File: src/sv/gal_pkg.sv
// Package for gravity_aspect_layout: widths, codes and beat types.
package gal_pkg;

  localparam int CoordBits = 20;
  localparam int SizeBits  = CoordBits - 1;
  localparam int DivBits   = 2 * SizeBits;
  localparam int WideBits  = DivBits + 3;

  typedef enum logic [1:0] {
    MODE_NONE        = 2'd0,
    MODE_FILL        = 2'd1,
    MODE_ASPECT_FILL = 2'd2,
    MODE_ASPECT_FIT  = 2'd3
  } scale_mode_t;

  typedef enum logic [1:0] {
    ALIGN_START  = 2'd0,
    ALIGN_CENTER = 2'd1,
    ALIGN_END    = 2'd2
  } align_t;

  typedef enum logic [1:0] {
    STATUS_OK   = 2'd0,
    STATUS_ZERO = 2'd1,
    STATUS_SAT  = 2'd2
  } status_t;

  typedef struct packed {
    logic signed [CoordBits-1:0] box_left;
    logic signed [CoordBits-1:0] box_top;
    logic [SizeBits-1:0]         box_width;
    logic [SizeBits-1:0]         box_height;
    logic [SizeBits-1:0]         content_width;
    logic [SizeBits-1:0]         content_height;
    logic [1:0]                  scale_mode;
    logic [1:0]                  horiz_align;
    logic [1:0]                  vert_align;
  } in_beat_t;

  typedef struct packed {
    logic signed [CoordBits-1:0] out_left;
    logic signed [CoordBits-1:0] out_top;
    logic [SizeBits-1:0]         out_width;
    logic [SizeBits-1:0]         out_height;
    logic [1:0]                  status;
  } out_beat_t;

  // sideband carried alongside the divider
  typedef struct packed {
    in_beat_t beat;
    logic     zero;
    logic     width_limits;
  } side_t;

endpackage

File: src/sv/gal_front.sv
// Front end: cross products, limiting side choice, divider operands.
module gal_front (
  input  logic                          clk,
  input  logic                          rst,
  input  logic                          en,
  input  logic                          in_valid,
  input  gal_pkg::in_beat_t             in_data,
  output logic                          valid,
  output gal_pkg::side_t                side,
  output logic [gal_pkg::DivBits-1:0]   dividend,
  output logic [gal_pkg::SizeBits-1:0]  divisor
);
  import gal_pkg::*;

  logic                s1_valid;
  in_beat_t            s1_data;
  logic [DivBits-1:0]  wx;
  logic [DivBits-1:0]  hx;
  logic                zero;
  logic                wl;

  always_comb begin
    zero = (s1_data.content_width == '0) || (s1_data.content_height == '0);
    if (scale_mode_t'(s1_data.scale_mode) == MODE_ASPECT_FILL) begin
      wl = wx >= hx;
    end else begin
      wl = wx <= hx;
    end
  end

  always_ff @(posedge clk) begin
    if (rst) begin
      s1_valid <= 1'b0;
      valid    <= 1'b0;
    end else if (en) begin
      s1_valid <= in_valid;
      valid    <= s1_valid;
    end
  end

  always_ff @(posedge clk) begin
    if (en) begin
      s1_data           <= in_data;
      wx                <= DivBits'(in_data.box_width) * DivBits'(in_data.content_height);
      hx                <= DivBits'(in_data.box_height) * DivBits'(in_data.content_width);
      side.beat         <= s1_data;
      side.zero         <= zero;
      side.width_limits <= wl;
      dividend          <= wl ? wx : hx;
      divisor           <= wl ? s1_data.content_width : s1_data.content_height;
    end
  end

endmodule

File: config.mk
export PLATFORM = sky130hd
export DESIGN_NAME = gal_front
export DESIGN_NICKNAME = d
export VERILOG_FILES = /design/src/sv/gal_pkg.sv /design/src/sv/gal_front.sv
export SDC_FILE = /design/constraint.sdc
export NUM_CORES = 2
export LEC_CHECK = 0
export ABC_AREA = 1
export BUFFER_PORTS_ARGS = -buffer_cell sky130_fd_sc_hd__buf_2
export CORE_ASPECT_RATIO = 1.2
export CORE_UTILIZATION = 45
export DETAILED_ROUTE_END_ITERATION = 10
export HOLD_SLACK_MARGIN = 0.12
export PLACE_DENSITY = 0.64
export SETUP_SLACK_MARGIN = 0.3
export SYNTH_ARGS = -nofsm -noshare
export SYNTH_HDL_FRONTEND = slang
export SYNTH_SLANG_ARGS = --single-unit
File: constraint.sdc
create_clock -name clk -period 10.7 [get_ports clk]
set_input_delay 1.605 -clock clk [delete_from_list [all_inputs] [get_ports clk]]
set_output_delay 1.605 -clock clk [all_outputs]
set_load 0.02 [all_outputs]
# Word level (Yosys, flattened, before mapping)
# Cells that the tools add are included.
[totals]
ff_bits = 381
input_bits = 126
elab_cells = 37
[op_classes]
mul = 2
n_lt_le_gt_ge = 2
n_eq_ne = 1
mux = 3
reduce_logical = 3
[ops]
columns = ["operator", "count"]
rows = [
  ["$mul A19 B19 Y38", 2],
  ["$ge A38 B38 Y1", 1],
  ["$le A38 B38 Y1", 1],
  ["$logic_not A19 Y1", 2],
  ["$mux W38", 1],
  ["$mux W19", 1],
  ["$eq A2 B2 Y1 const B", 1],
  ["$logic_or A1 B1 Y1", 1],
  ["$mux W1", 1],
]

# Logic depth before layout (Yosys ltp)
[logic_depth]
ltp_word = 3
depth_mapped = 27
ltp_nobuf = 25

# Least setup slack after synthesis
# No wires, ideal clock.
[synth_timing]
path_type = "input to register"
from = "input in_data[10] (netlist bit)"
to = "register wx[28], data pin"
t_arrival_ps = 6560
required_time_ps = 10444
slack_ps = 3883
path_stages = 21
n_path_buf = 2
cell_sequence = "clkbuf_1 clkbuf_1 nand2_1 fa_1 fa_1 fa_1 fa_1 inv_1 fa_1 inv_1 fa_1 inv_1 ha_1 nand2_1 nor2_1 nand2_1 o21ai_1 and2_1 nor2_1 nand2_1 nand2_1"
[synth_between]
elab_chain_len = 1
[synth_rtl]
columns = ["element", "line", "source"]
rows = [
  ["start: declaration", "gal_front.sv:7", "input gal_pkg::in_beat_t in_data,"],
  ["$mul A19 B19 Y38", "gal_front.sv:44", "wx <= DivBits'(in_data.box_width) * DivBits'(in_data.content_height);"],
  ["end signal: assignment", "gal_front.sv:44", ""],
  ["end: declaration", "gal_front.sv:17", "logic [DivBits-1:0] wx;"],
]
# Every way passes these cells.
# A chain may end at the register's enable or synchronous reset.

# Final worst setup path
[layout_timing]
from = "input in_data[16] (netlist bit)"
to = "register wx[34], data pin"
# Same word-level chain as after synthesis.

==> out/results.ini <==
[die]
ioPinCount = 308
start_util_pct = 45.6
coreArea_um2 = 85100
dieArea_um2 = 87400
die_x_um = 270
die_h_um = 324
rows = 117

[cts]
clk_latency_ns = 0.60
root_buffer = clkbuf_16
cts_resized = 0
clk_pin_slew_ns = 0.06
cts.sinks = 381
cts_setup_buffers = 0
cts_buffers = 43
cts-htree-levels = 2
hold_buffers = 0
clock_path_buffers = 3
cts_tree = built

[finish]
fillers = 8011
register_area_um2 = 11400
final_cells = 5558
drive_gt1_share_pct = 9.10
area_growth_pct = 9.46
nets = 5380
multi_input_area_um2 = 22100
n_antenna_cell = 0

[sta]
post-route-min-period_ns = 6.91
period_share_pct = 64.6
fin_worst_skew_ns = 0.0375
tns_ns = 0
grt_setup_unrepaired = no
finalMaxSlewViolations = 0
slew_headroom_pct = 31.5
layout_setup_ws_ns = 3.79
hold_violations = 0
timing.fmax_mhz = 145
tightestPinTransition_ns = 1.03
setup_viol = 0

[worst_setup_path]
cp-start-kind = input port
critPathSlowestCell = fa_1
critPathMaxFanout = 20
worstSetupEndpointType = flip-flop
cp.arrival_ns = 7.24
slowest_delay_ns = 0.56
required_ns = 11.03
crit_type = in -> reg
cp_common_cell = fa_1
worstPathCellList = buf_2 > nand2_1 > fa_1 > inv_1 > fa_1 > inv_1 > fa_1 > inv_1 > fa_1 > fa_1 > inv_1 > fa_1 > inv_1 > ha_1 > nand2_1 > nor2_1 > nand2_1 > o21ai_1 > nand4_1 > nand3_1 > nand2_1

[placement]
dp_worst_setup_slack_ns = 3.25
numPlacedInstances = 5479
gp_congestion = 0.902
io_buffers = 307
place_hpwl_mm = 79.9

[detailed_routing]
ant_nets = 0
vias = 28000
drtIter0Drc = 1897
vias_per_cell = 5.04
detail_route.wl_per_cell_um = 18.3
drt_drc_violations_left = 0
drt_first_pass_iters = 7
drt_wl_total_mm = 102

[global_routing]
grt_pass1_vias = 28900
grt_overflow = 0
track_usage_pct = 23.6
grt_max_degree = 95
antenna_found_initial = 2
grt_pass1_wl_mm = 160

[yosys]
yosysUniqueCellTypes = 42
yosysWarnings = 0
synth_fa_ha_area_share_pct = 38.9
synth-xor-area-share_pct = 1.24
synth.area.mux_share_pct = 0
netlist_area_um2 = 38800
synth_simple_gate_area_share_pct = 14.1
synth-compound-area-share_pct = 2.83
postSynthAreaPerCell_um2 = 9.20
syn_nets = 5201
synth_top_family_by_area = adder cells
syn_inst = 4215
ys_seq_area_share_pct = 29.4
ys_ff_latch = 381

[min_path]
min_path_type = reg -> reg

[flow_run]
drv_cap = 0

[run_status]
run_status = complete, no violations

-- through the flow --
stage	hold slack, ns	area [um^2]	util (%)
final	0.413	42500	49.9
after CTS	0.405	42500	49.9
after global routing	0.413	42500	49.9
after floorplan	0.400	38800	-
after detailed placement	0.405	41100	48.3
after global placement	0.400	41100	48.3
-- worst max-delay path, delay by kind of cell --
family,cells,cell delay (ns)
adder cells (fa/ha/maj),7,3.43
AND/OR/NAND/NOR,7,1.00
buffers and inverters,6,0.70
AO/OA/AOI/OAI,1,0.47
-- placed cells by master (no fill, tap or decap), types with 40 or more instances in the layout --
cell and n:
nand2_1 1018, nand3_1 94, fa_1 576, clkbuf_16 43
a21oi_1 102, nand4_1 79, xor2_1 40, buf_2 306
edfxtp_1 379, ha_1 284, o21ai_0 45, nor2_1 101
inv_1 1197
-- cells by family after synthesis --
kind of cell	after synthesis
compound gates	199
xor+xnor	55
fa+ha+maj	860
buf+inv	1381
flops	381
simple gates	1339
-- state kept, by name, indices dropped and copies added (netlist names) --
signal and count:
side 124, s1_data 122, dividend 38, hx 38
wx 38, divisor 19, s1_valid 1, valid 1
-- area by class of cell --
class,instances,area share (%)
multi-input cells,2453,52.1
flip-flops and latches,381,26.9
inverters,1199,10.6
repair buffers,316,3.80
well taps,1130,3.33
clock buffers,47,2.57
clock inverters,32,0.695
-- Yosys cell counts --
library cell	number	area share [%]
clkbuf_1	131	1.3
o21ai_0	45	0.58
nor3_1	16	0.21
nand3_1	94	1.2
o21ai_2	2	0.045
nor3_2	1	0.026
edfxtp_1	379	29
nand2_2	4	0.064
inv_1	1197	12
a31oi_1	3	0.048
a21boi_0	4	0.077
o211ai_1	2	0.039
a21oi_1	102	1.3
o21ai_1	13	0.17
a21oi_2	2	0.045
nor4_1	14	0.23
buf_1	26	0.25
buf_2	16	0.21
nor2_1	101	0.98
ha_1	284	9.2
nand3b_1	2	0.039
buf_4	6	0.12
buf_6	3	0.087
nor2_4	1	0.029
a21o_1	6	0.12
nor2_2	2	0.032
fa_1	576	30
nand3_2	3	0.077
o311ai_0	1	0.023
inv_2	2	0.019
o21bai_1	6	0.12
nand4_1	79	1.3
or2_2	1	0.016
xnor2_1	15	0.34
nand2_1	1019	9.9
xor2_1	40	0.90
a211oi_1	3	0.058
dfxtp_1	2	0.10
o21a_1	9	0.17
nor4_2	1	0.032
a2bb2oi_1	1	0.023
and2_1	1	0.016
-- path summary, 6_finish.rpt --
kind,start,endpoint,slack (ns),cells past startpoint
worst min register to register,s1_data[115],side[117],0.41,0
worst max-delay path,in_data[16],wx[34],3.79,21
worst max register to register,wx[5],dividend[36],7.52,13
worst min-delay path,s1_data[115],side[117],0.41,0
-- routing by layer --
| layer | track usage (%) | part of all wire (%) | vias up |
|---|---|---|---|
| met5 | 0 | 0.013 | - |
| met4 | 9.65 | 3.9 | 2 |
| met3 | 2.96 | 5.3 | 208 |
| met2 | 42.4 | 52 | 833 |
| met1 | 28.6 | 38 | 14100 |
| li1 | - | - | 12900 |
Power is not shown: default switching activity piles up to over one toggle a cycle in this logic, so the estimate is an artifact.
