==> src/sv/gal_pkg.sv <==
// Package for gravity_aspect_layout: widths, codes and beat types.
package gal_pkg;

  localparam int CoordBits = 20;
  localparam int SizeBits  = CoordBits - 1;
  localparam int DivBits   = 2 * SizeBits;
  localparam int WideBits  = DivBits + 3;

  typedef enum logic [1:0] {
    MODE_NONE        = 2'd0,
    MODE_FILL        = 2'd1,
    MODE_ASPECT_FILL = 2'd2,
    MODE_ASPECT_FIT  = 2'd3
  } scale_mode_t;

  typedef enum logic [1:0] {
    ALIGN_START  = 2'd0,
    ALIGN_CENTER = 2'd1,
    ALIGN_END    = 2'd2
  } align_t;

  typedef enum logic [1:0] {
    STATUS_OK   = 2'd0,
    STATUS_ZERO = 2'd1,
    STATUS_SAT  = 2'd2
  } status_t;

  typedef struct packed {
    logic signed [CoordBits-1:0] box_left;
    logic signed [CoordBits-1:0] box_top;
    logic [SizeBits-1:0]         box_width;
    logic [SizeBits-1:0]         box_height;
    logic [SizeBits-1:0]         content_width;
    logic [SizeBits-1:0]         content_height;
    logic [1:0]                  scale_mode;
    logic [1:0]                  horiz_align;
    logic [1:0]                  vert_align;
  } in_beat_t;

  typedef struct packed {
    logic signed [CoordBits-1:0] out_left;
    logic signed [CoordBits-1:0] out_top;
    logic [SizeBits-1:0]         out_width;
    logic [SizeBits-1:0]         out_height;
    logic [1:0]                  status;
  } out_beat_t;

  // sideband carried alongside the divider
  typedef struct packed {
    in_beat_t beat;
    logic     zero;
    logic     width_limits;
  } side_t;

endpackage

==> src/sv/gal_back.sv <==
// Back end: placement, alignment, saturation and status.
module gal_back (
  input  logic                         clk,
  input  logic                         rst,
  input  logic                         en,
  input  logic                         in_valid,
  input  gal_pkg::side_t               side,
  input  logic [gal_pkg::DivBits-1:0]  quotient,
  output logic                         out_valid,
  output gal_pkg::out_beat_t           out_data
);
  import gal_pkg::*;

  localparam logic signed [WideBits-1:0] PosMax = WideBits'(2**(CoordBits-1) - 1);
  localparam logic signed [WideBits-1:0] PosMin = -PosMax - WideBits'(1);

  function automatic logic signed [WideBits-1:0] place(
    input logic signed [CoordBits-1:0] p,
    input logic [SizeBits-1:0]         b,
    input logic [DivBits-1:0]          s,
    input logic [1:0]                  code
  );
    logic signed [WideBits-1:0] pw;
    logic signed [WideBits-1:0] d;
    pw = {{(WideBits-CoordBits){p[CoordBits-1]}}, p};
    d  = $signed(WideBits'(b)) - $signed(WideBits'(s));
    unique case (align_t'(code))
      ALIGN_CENTER: place = pw + (d >>> 1);
      ALIGN_END:    place = pw + d;
      default:      place = pw;
    endcase
  endfunction

  logic                       b1_valid;
  logic signed [WideBits-1:0] b1_left;
  logic signed [WideBits-1:0] b1_top;
  logic [DivBits-1:0]         b1_width;
  logic [DivBits-1:0]         b1_height;
  logic                       b1_zero;

  logic signed [WideBits-1:0] ol, ot;
  logic [DivBits-1:0]         ow, oh;
  logic                       zst;
  in_beat_t                   bt;

  always_comb begin
    bt  = side.beat;
    ow  = DivBits'(bt.box_width);
    oh  = DivBits'(bt.box_height);
    ol  = place(bt.box_left, bt.box_width, ow, ALIGN_START);
    ot  = place(bt.box_top, bt.box_height, oh, ALIGN_START);
    zst = 1'b0;
    unique case (scale_mode_t'(bt.scale_mode))
      MODE_NONE: begin
        ow = DivBits'(bt.content_width);
        oh = DivBits'(bt.content_height);
        ol = place(bt.box_left, bt.box_width, ow, bt.horiz_align);
        ot = place(bt.box_top, bt.box_height, oh, bt.vert_align);
      end
      MODE_FILL: begin
      end
      MODE_ASPECT_FILL, MODE_ASPECT_FIT: begin
        if (side.zero) begin
          zst = 1'b1;
        end else begin
          if (side.width_limits) begin
            oh = quotient;
          end else begin
            ow = quotient;
          end
          ol = place(bt.box_left, bt.box_width, ow, ALIGN_CENTER);
          ot = place(bt.box_top, bt.box_height, oh, ALIGN_CENTER);
        end
      end
    endcase
  end

  logic l_hi, l_lo, t_hi, t_lo, w_hi, h_hi, sat;

  always_comb begin
    l_hi = b1_left > PosMax;
    l_lo = b1_left < PosMin;
    t_hi = b1_top > PosMax;
    t_lo = b1_top < PosMin;
    w_hi = |b1_width[DivBits-1:SizeBits];
    h_hi = |b1_height[DivBits-1:SizeBits];
    sat  = l_hi || l_lo || t_hi || t_lo || w_hi || h_hi;
  end

  always_ff @(posedge clk) begin
    if (rst) begin
      b1_valid  <= 1'b0;
      out_valid <= 1'b0;
    end else if (en) begin
      b1_valid  <= in_valid;
      out_valid <= b1_valid;
    end
  end

  always_ff @(posedge clk) begin
    if (en) begin
      b1_left   <= ol;
      b1_top    <= ot;
      b1_width  <= ow;
      b1_height <= oh;
      b1_zero   <= zst;
      out_data.out_left   <= l_hi ? PosMax[CoordBits-1:0] :
                             l_lo ? PosMin[CoordBits-1:0] : b1_left[CoordBits-1:0];
      out_data.out_top    <= t_hi ? PosMax[CoordBits-1:0] :
                             t_lo ? PosMin[CoordBits-1:0] : b1_top[CoordBits-1:0];
      out_data.out_width  <= w_hi ? '1 : b1_width[SizeBits-1:0];
      out_data.out_height <= h_hi ? '1 : b1_height[SizeBits-1:0];
      out_data.status     <= b1_zero ? STATUS_ZERO : (sat ? STATUS_SAT : STATUS_OK);
    end
  end

endmodule

==> config.mk <==
export PLATFORM = sky130hd
export DESIGN_NAME = gal_back
export DESIGN_NICKNAME = d
export VERILOG_FILES = /design/src/sv/gal_pkg.sv /design/src/sv/gal_back.sv
export SDC_FILE = /design/constraint.sdc
export NUM_CORES = 1
export LEC_CHECK = 0
export BUFFER_PORTS_ARGS = -buffer_cell sky130_fd_sc_hd__buf_2
export CAP_MARGIN = 20
export CELL_PAD_IN_SITES_DETAIL_PLACEMENT = 1
export CELL_PAD_IN_SITES_GLOBAL_PLACEMENT = 2
export CORE_MARGIN = 2
export CORE_UTILIZATION = 37
export DETAILED_ROUTE_END_ITERATION = 10
export PLACE_DENSITY_LB_ADDON = 0.1
export SLEW_MARGIN = 20
export SYNTH_ARGS = -nofsm -noshare
export SYNTH_HDL_FRONTEND = slang
export SYNTH_SLANG_ARGS = --single-unit
==> constraint.sdc <==
create_clock -name clk -period 6.3 [get_ports clk]
set_input_delay 0.315 -clock clk [delete_from_list [all_inputs] [get_ports clk]]
set_output_delay 0.315 -clock clk [all_outputs]
set_load 0.05 [all_outputs]
=== After elaboration in Yosys (flattened, before gate mapping) ===
Cells that the tools add are included.

* Flip-flop bits (word level): 241
* Input port bits: 166
* Output and inout port bits: 81

* Add/sub/neg operators: 10
* Order comparisons: 4
* Eq/ne operators: 6
* Multiplexer cells: 20
* Reduce and logical (&&, ||, !) cells: 9

{| class="wikitable"
|+ Operator list
! kind !! count
|-
| $pmux 41 s2 || 4
|-
| $mux 38 || 8
|-
| $pmux 38 s2 || 2
|-
| $gt 41x20->1 const B || 2
|-
| $lt 41x20->1 const B || 2
|-
| $mux 41 || 2
|-
| $add 20x38->39 || 2
|-
| $sub 19x38->39 || 2
|-
| $add 20x19->21 || 2
|-
| $add 20x20->21 || 2
|-
| $mux 20 || 2
|-
| $sub 19x19->20 || 2
|-
| $reduce_or 19->1 || 2
|-
| $eq 2x2->1 const B || 4
|-
| $logic_or 1x1->1 || 5
|-
| $eq 2x1->1 const B || 2
|-
| $logic_not 2->1 || 1
|-
| $mux 2 || 1
|-
| $reduce_or 2->1 || 1
|-
| $mux 1 || 1
|}

=== Longest topological paths before layout ===
* Word-level depth: 7
* Mapped depth: 26

=== Worst setup path after synthesis ===
OpenSTA, ideal clock, no wires.

* Kind: input to register
* Start point: input port side[0] (netlist name)
* End point: register b1_left[34], data pin
* Library setup time: 0.256 ns
* Arrival time: 5.161 ns
* Data required time: 6.044 ns
* Path slack: 0.883 ns
* Cell stages on the path: 23
* Buffers on the path: 3
* Cells stage by stage: buf_6 > clkbuf_1 > mux2_2 > fa_1 > nor2b_1 > o21ai_0 > a21oi_1 > o211ai_1 > o22ai_1 > a311o_1 > a211oi_2 > or2_2 > buf_4 > o22a_1 > ha_1 > a21oi_1 > o21ai_0 > or3_1 > o2111ai_1 > a21oi_1 > o21bai_1 > nand3_1 > a31o_2

* Longest elaborated chain between the ends: 7

{| class="wikitable"
|+ Ends and longest elaborated chain
! item !! line !! RTL
|-
| start: declaration || gal_back.sv:7 || <nowiki>input gal_pkg::side_t side,</nowiki>
|-
| $mux 38 || gal_back.sv:66 || <nowiki>if (side.width_limits) begin</nowiki>
|-
| $mux 38 || gal_back.sv:63 || <nowiki>if (side.zero) begin</nowiki>
|-
| $mux 38 || gal_back.sv:53 || <nowiki>unique case (scale_mode_t'(bt.scale_mode))</nowiki>
|-
| $sub 19x38->39 || gal_back.sv:26 || <nowiki>d = $signed(WideBits'(b)) - $signed(WideBits'(s));</nowiki>
|-
| $add 20x38->39 || gal_back.sv:28 || <nowiki>ALIGN_CENTER: place = pw + (d >>> 1);</nowiki>
|-
| $mux 41 || gal_back.sv:63 ||
|-
| $pmux 41 s2 || gal_back.sv:53 ||
|-
| named net ol[34] || gal_back.sv:41 || <nowiki>logic signed [WideBits-1:0] ol, ot;</nowiki>
|-
| end signal: assignment || gal_back.sv:102 || <nowiki>b1_left <= ol;</nowiki>
|-
| end: declaration || gal_back.sv:35 || <nowiki>logic signed [WideBits-1:0] b1_left;</nowiki>
|}

The timed path passes the listed nets, and every way through them passes these cells. The select of a mux whose other input is x is not followed.
A chain may end at the register's enable or synchronous reset.

=== Worst setup path in the final report ===
* Start point: input port side[0] (netlist name)
* End point: register b1_left[35], data pin

Same word-level chain as after synthesis.

==> flow_summary.yaml <==
logic_synthesis:
  yosysSeqAreaShare_pct: 32.4
  synth-main-ff-cell: "edfxtp_1"
  netlist_area_mm2: 0.0219
  synth_compound_area_share_pct: 22.3
  synthCells: 2461
  synth.net_count: 2843
  synth-simple-area-share_pct: 18.6
  synth_cell_type_count: 85
  avgSynthCellArea_um2: 8.89
  synth_top_family_by_area: "compound AO/OA/AOI/OAI gates"
  ys_seq_elements: 237
  synthArstFlopShare_pct: 0
  synth-edff-count: 235
  synth_mux_area_share_pct: 3.91
  synthAdderAreaFrac_pct: 12.6
  synth_warnings: 0
  synthXorXnorAreaFrac_pct: 6.37
worst_setup_path:
  crit_type: "input pin to register"
  cp.required_ns: 6.61
  crit_path_max_fanout: 16
  cp-start-kind: "input pin"
  cp_data_arrival_time_ns: 5.92
  crit_chain: "buf_4, mux2_2, fa_1, nor2b_1, o21ai_0, a21oi_1, o211ai_1, o22ai_1, a311o_1, a211oi_2, or2_2, o22a_1, ha_1, nand2_1, o21ai_0, nor2_1, nand2_1, a31oi_1, o41ai_1, a221oi_1, nor4bb_1, a311oi_1"
  worst_path_max_delay_cell: "o41ai_1"
  max_stage_delay_ns: 0.81
  crit_path_end_kind: "register"
sta:
  layout_min_cycle_time_ns: 5.61
  maxSlewHeadroom_pct: 29.2
  clock_skew_ns: 0.0209
  slew_viol_final: 0
  rsz0062_at_grt: "no"
  setup_tns_ns: 0
  period_share_pct: 89.1
  setup_viol: 0
  tightest_slew_ns: 1.06
  fmax_ghz: 0.178
  finalHoldViolCount: 0
routing:
  drc: 0
  post_drt_wl_per_cell_um: 22.4
  drt_iter0_markers: 1080
  vias: 19584
  drtAntennaViolNets: 0
  dr.pass1.iters: 5
  routed_wl_um: 77700
  via_per_inst: 5.65
finish:
  fin_area_mm2: 0.0248
  fin_nets: 3051
  seq_area_mm2: 0.00710
  areaGrowthSynthToFinish_pct: 13.5
  fillerInstances: 6903
  multi_input_area_mm2: 0.0140
  layout-drive-gt1-share_pct: 14.6
power_and_ir_drop:
  vdd_ir_drop_max_v: 0.000199
  leakagePower_nw: 10.4
  finalPower_mw: 6.55
  powerDensity_mw_per_mm2: 264
clocking:
  htree_levels: 1
  cts_buffers: 29
  worstSkewPairLatency_ns: 0.59
  cts_resized: 0
  cts-root-buf: "clkbuf_16"
  post_cts.repair.setup_buffers: 0
  holdBufCountCts: 2
  cts_buffer_depth: 3
  tritoncts: "built"
  cts.clk_slew.worst_paths_ns: 0.06
  clock_sinks: 237
place:
  gp_congestion: 0.894
  dp_hpwl_um: 61400
  placed_area_mm2: 0.0240
  portBuffers: 246
floorplan:
  core_area_mm2: 0.0587
  die_w_um: 247
  io_pins: 247
  start_util_pct: 37.3
  dieArea_mm2: 0.0611
  die_y_um: 247
  num_rows: 89
global_routing:
  grt_usage_pct: 24.9
  grt_max_degree: 100
  overflow: 0
  grt_pass1_wl_um: 118000
  grt_pass1_vias: 20129
  antenna_found_initial: 10
job:
  drv_cap: 0
min_path:
  holdCritPathClass: "input pin to register"
outcome:
  status: "completed"
==> registers in the layout, summed over array words and instances, names as in the netlist <==
register   count
b1_width      38
b1_height     38
out_data      80
b1_left       39
out_valid      1
b1_top        39
b1_zero        1
b1_valid       1
==> cell usage in the layout, fill, tap and decap left out, types with 64 or more instances in the layout <==
cell        n
nor2_1    268
buf_2     244
edfxtp_1  235
ha_1      208
nand2_1   194
a21oi_1   163
o21ai_0   139
inv_1     112
nand2b_1   97
xnor2_1    92
a21o_1     84
xor2_1     67
mux2i_1    64
==> layout make-up <==
type / instances / share of cell area [%]
inverter: 114 / 1.72
timing repair buffer: 275 / 5.95
clock inverter: 14 / 0.393
tap: 773 / 3.89
clock buffer: 38 / 3.06
antenna: 3 / 0.0302
sequential: 237 / 28.6
multi-input combinational: 2012 / 56.4
==> worst max-delay path, delay by kind of cell <==
kind            cells  cell delay, ns
compound gates     12            2.92
fa+ha+maj           2            0.84
buf+inv             1            0.32
mux                 1            0.43
simple gates        6            1.06
==> worst paths after layout <==
kind / startpoint / to / slack [ns] / cells past startpoint
max: side[0] / b1_left[35] / 0.69 / 22
max reg2reg: b1_height[20] / out_data[1] / 3.73 / 7
min: side[95] / b1_top[11] / 0.07 / 3
min reg2reg: b1_width[11] / out_data[32] / 0.49 / 1
==> metrics by stage <==
step	setup slack (ns)	hold WS, ns	util, %	instances
3_5_place_dp	0.221	0.490	40.8	3409
2_1_floorplan	0.883	0.387	-	2461
5_1_grt	0.292	0.0670	42.3	3463
4_1_cts	0.811	0.0409	42.3	3463
3_3_place_gp	0.342	0.468	40.8	3409
6_report	0.686	0.0738	42.3	3466
==> per-layer routing <==
metal / track usage (%) / vias to the layer above / share of wire, %
met5: 0 / - / 0.087
met4: 5.95 / 12 / 2.2
met3: 3.73 / 82 / 5.2
met2: 41.7 / 388 / 47
met1: 33.6 / 9540 / 46
li1: - / 9562 / -
==> Yosys cell counts (all sizes together) (22+ instances only) <==
cell type / count / share of area, %
a21o: 84 / 2.9
a21oi: 167 / 3.9
a31o: 22 / 0.88
a31oi: 28 / 0.83
and3: 47 / 1.3
clkbuf: 84 / 1.4
edfxtp: 235 / 32
ha: 208 / 12
inv: 112 / 1.9
mux2i: 64 / 2.9
nand2: 194 / 3.3
nand2b: 97 / 2.8
nand3: 37 / 0.85
nand4: 30 / 0.86
nor2: 270 / 4.6
nor2b: 23 / 0.66
nor3: 42 / 0.96
nor4: 30 / 0.96
o21a: 37 / 1.3
o21ai: 148 / 3.4
o21bai: 34 / 1.2
o31ai: 22 / 0.90
xnor2: 92 / 3.7
xor2: 67 / 2.7
==> logic make-up (layout without fill, tap and decap cells) <==
kind of cell,count (synthesis),in the layout
AOI/OAI and AO/OA,716,716
xor gates and xnor gates,159,159
adders and majority gates,216,216
buffers and inverters,212,441
DFF,237,237
muxes,83,83
other,0,3
and+or+nand+nor,838,838
==> power by group <==
part	internal, mW	switching, mW	leakage [nW]
Sequential	1.95	0.0579	2.26
Combinational	1.14	1.83	7.72
Clock	0.882	0.700	0.418
Power figures use the tool's default switching activity.
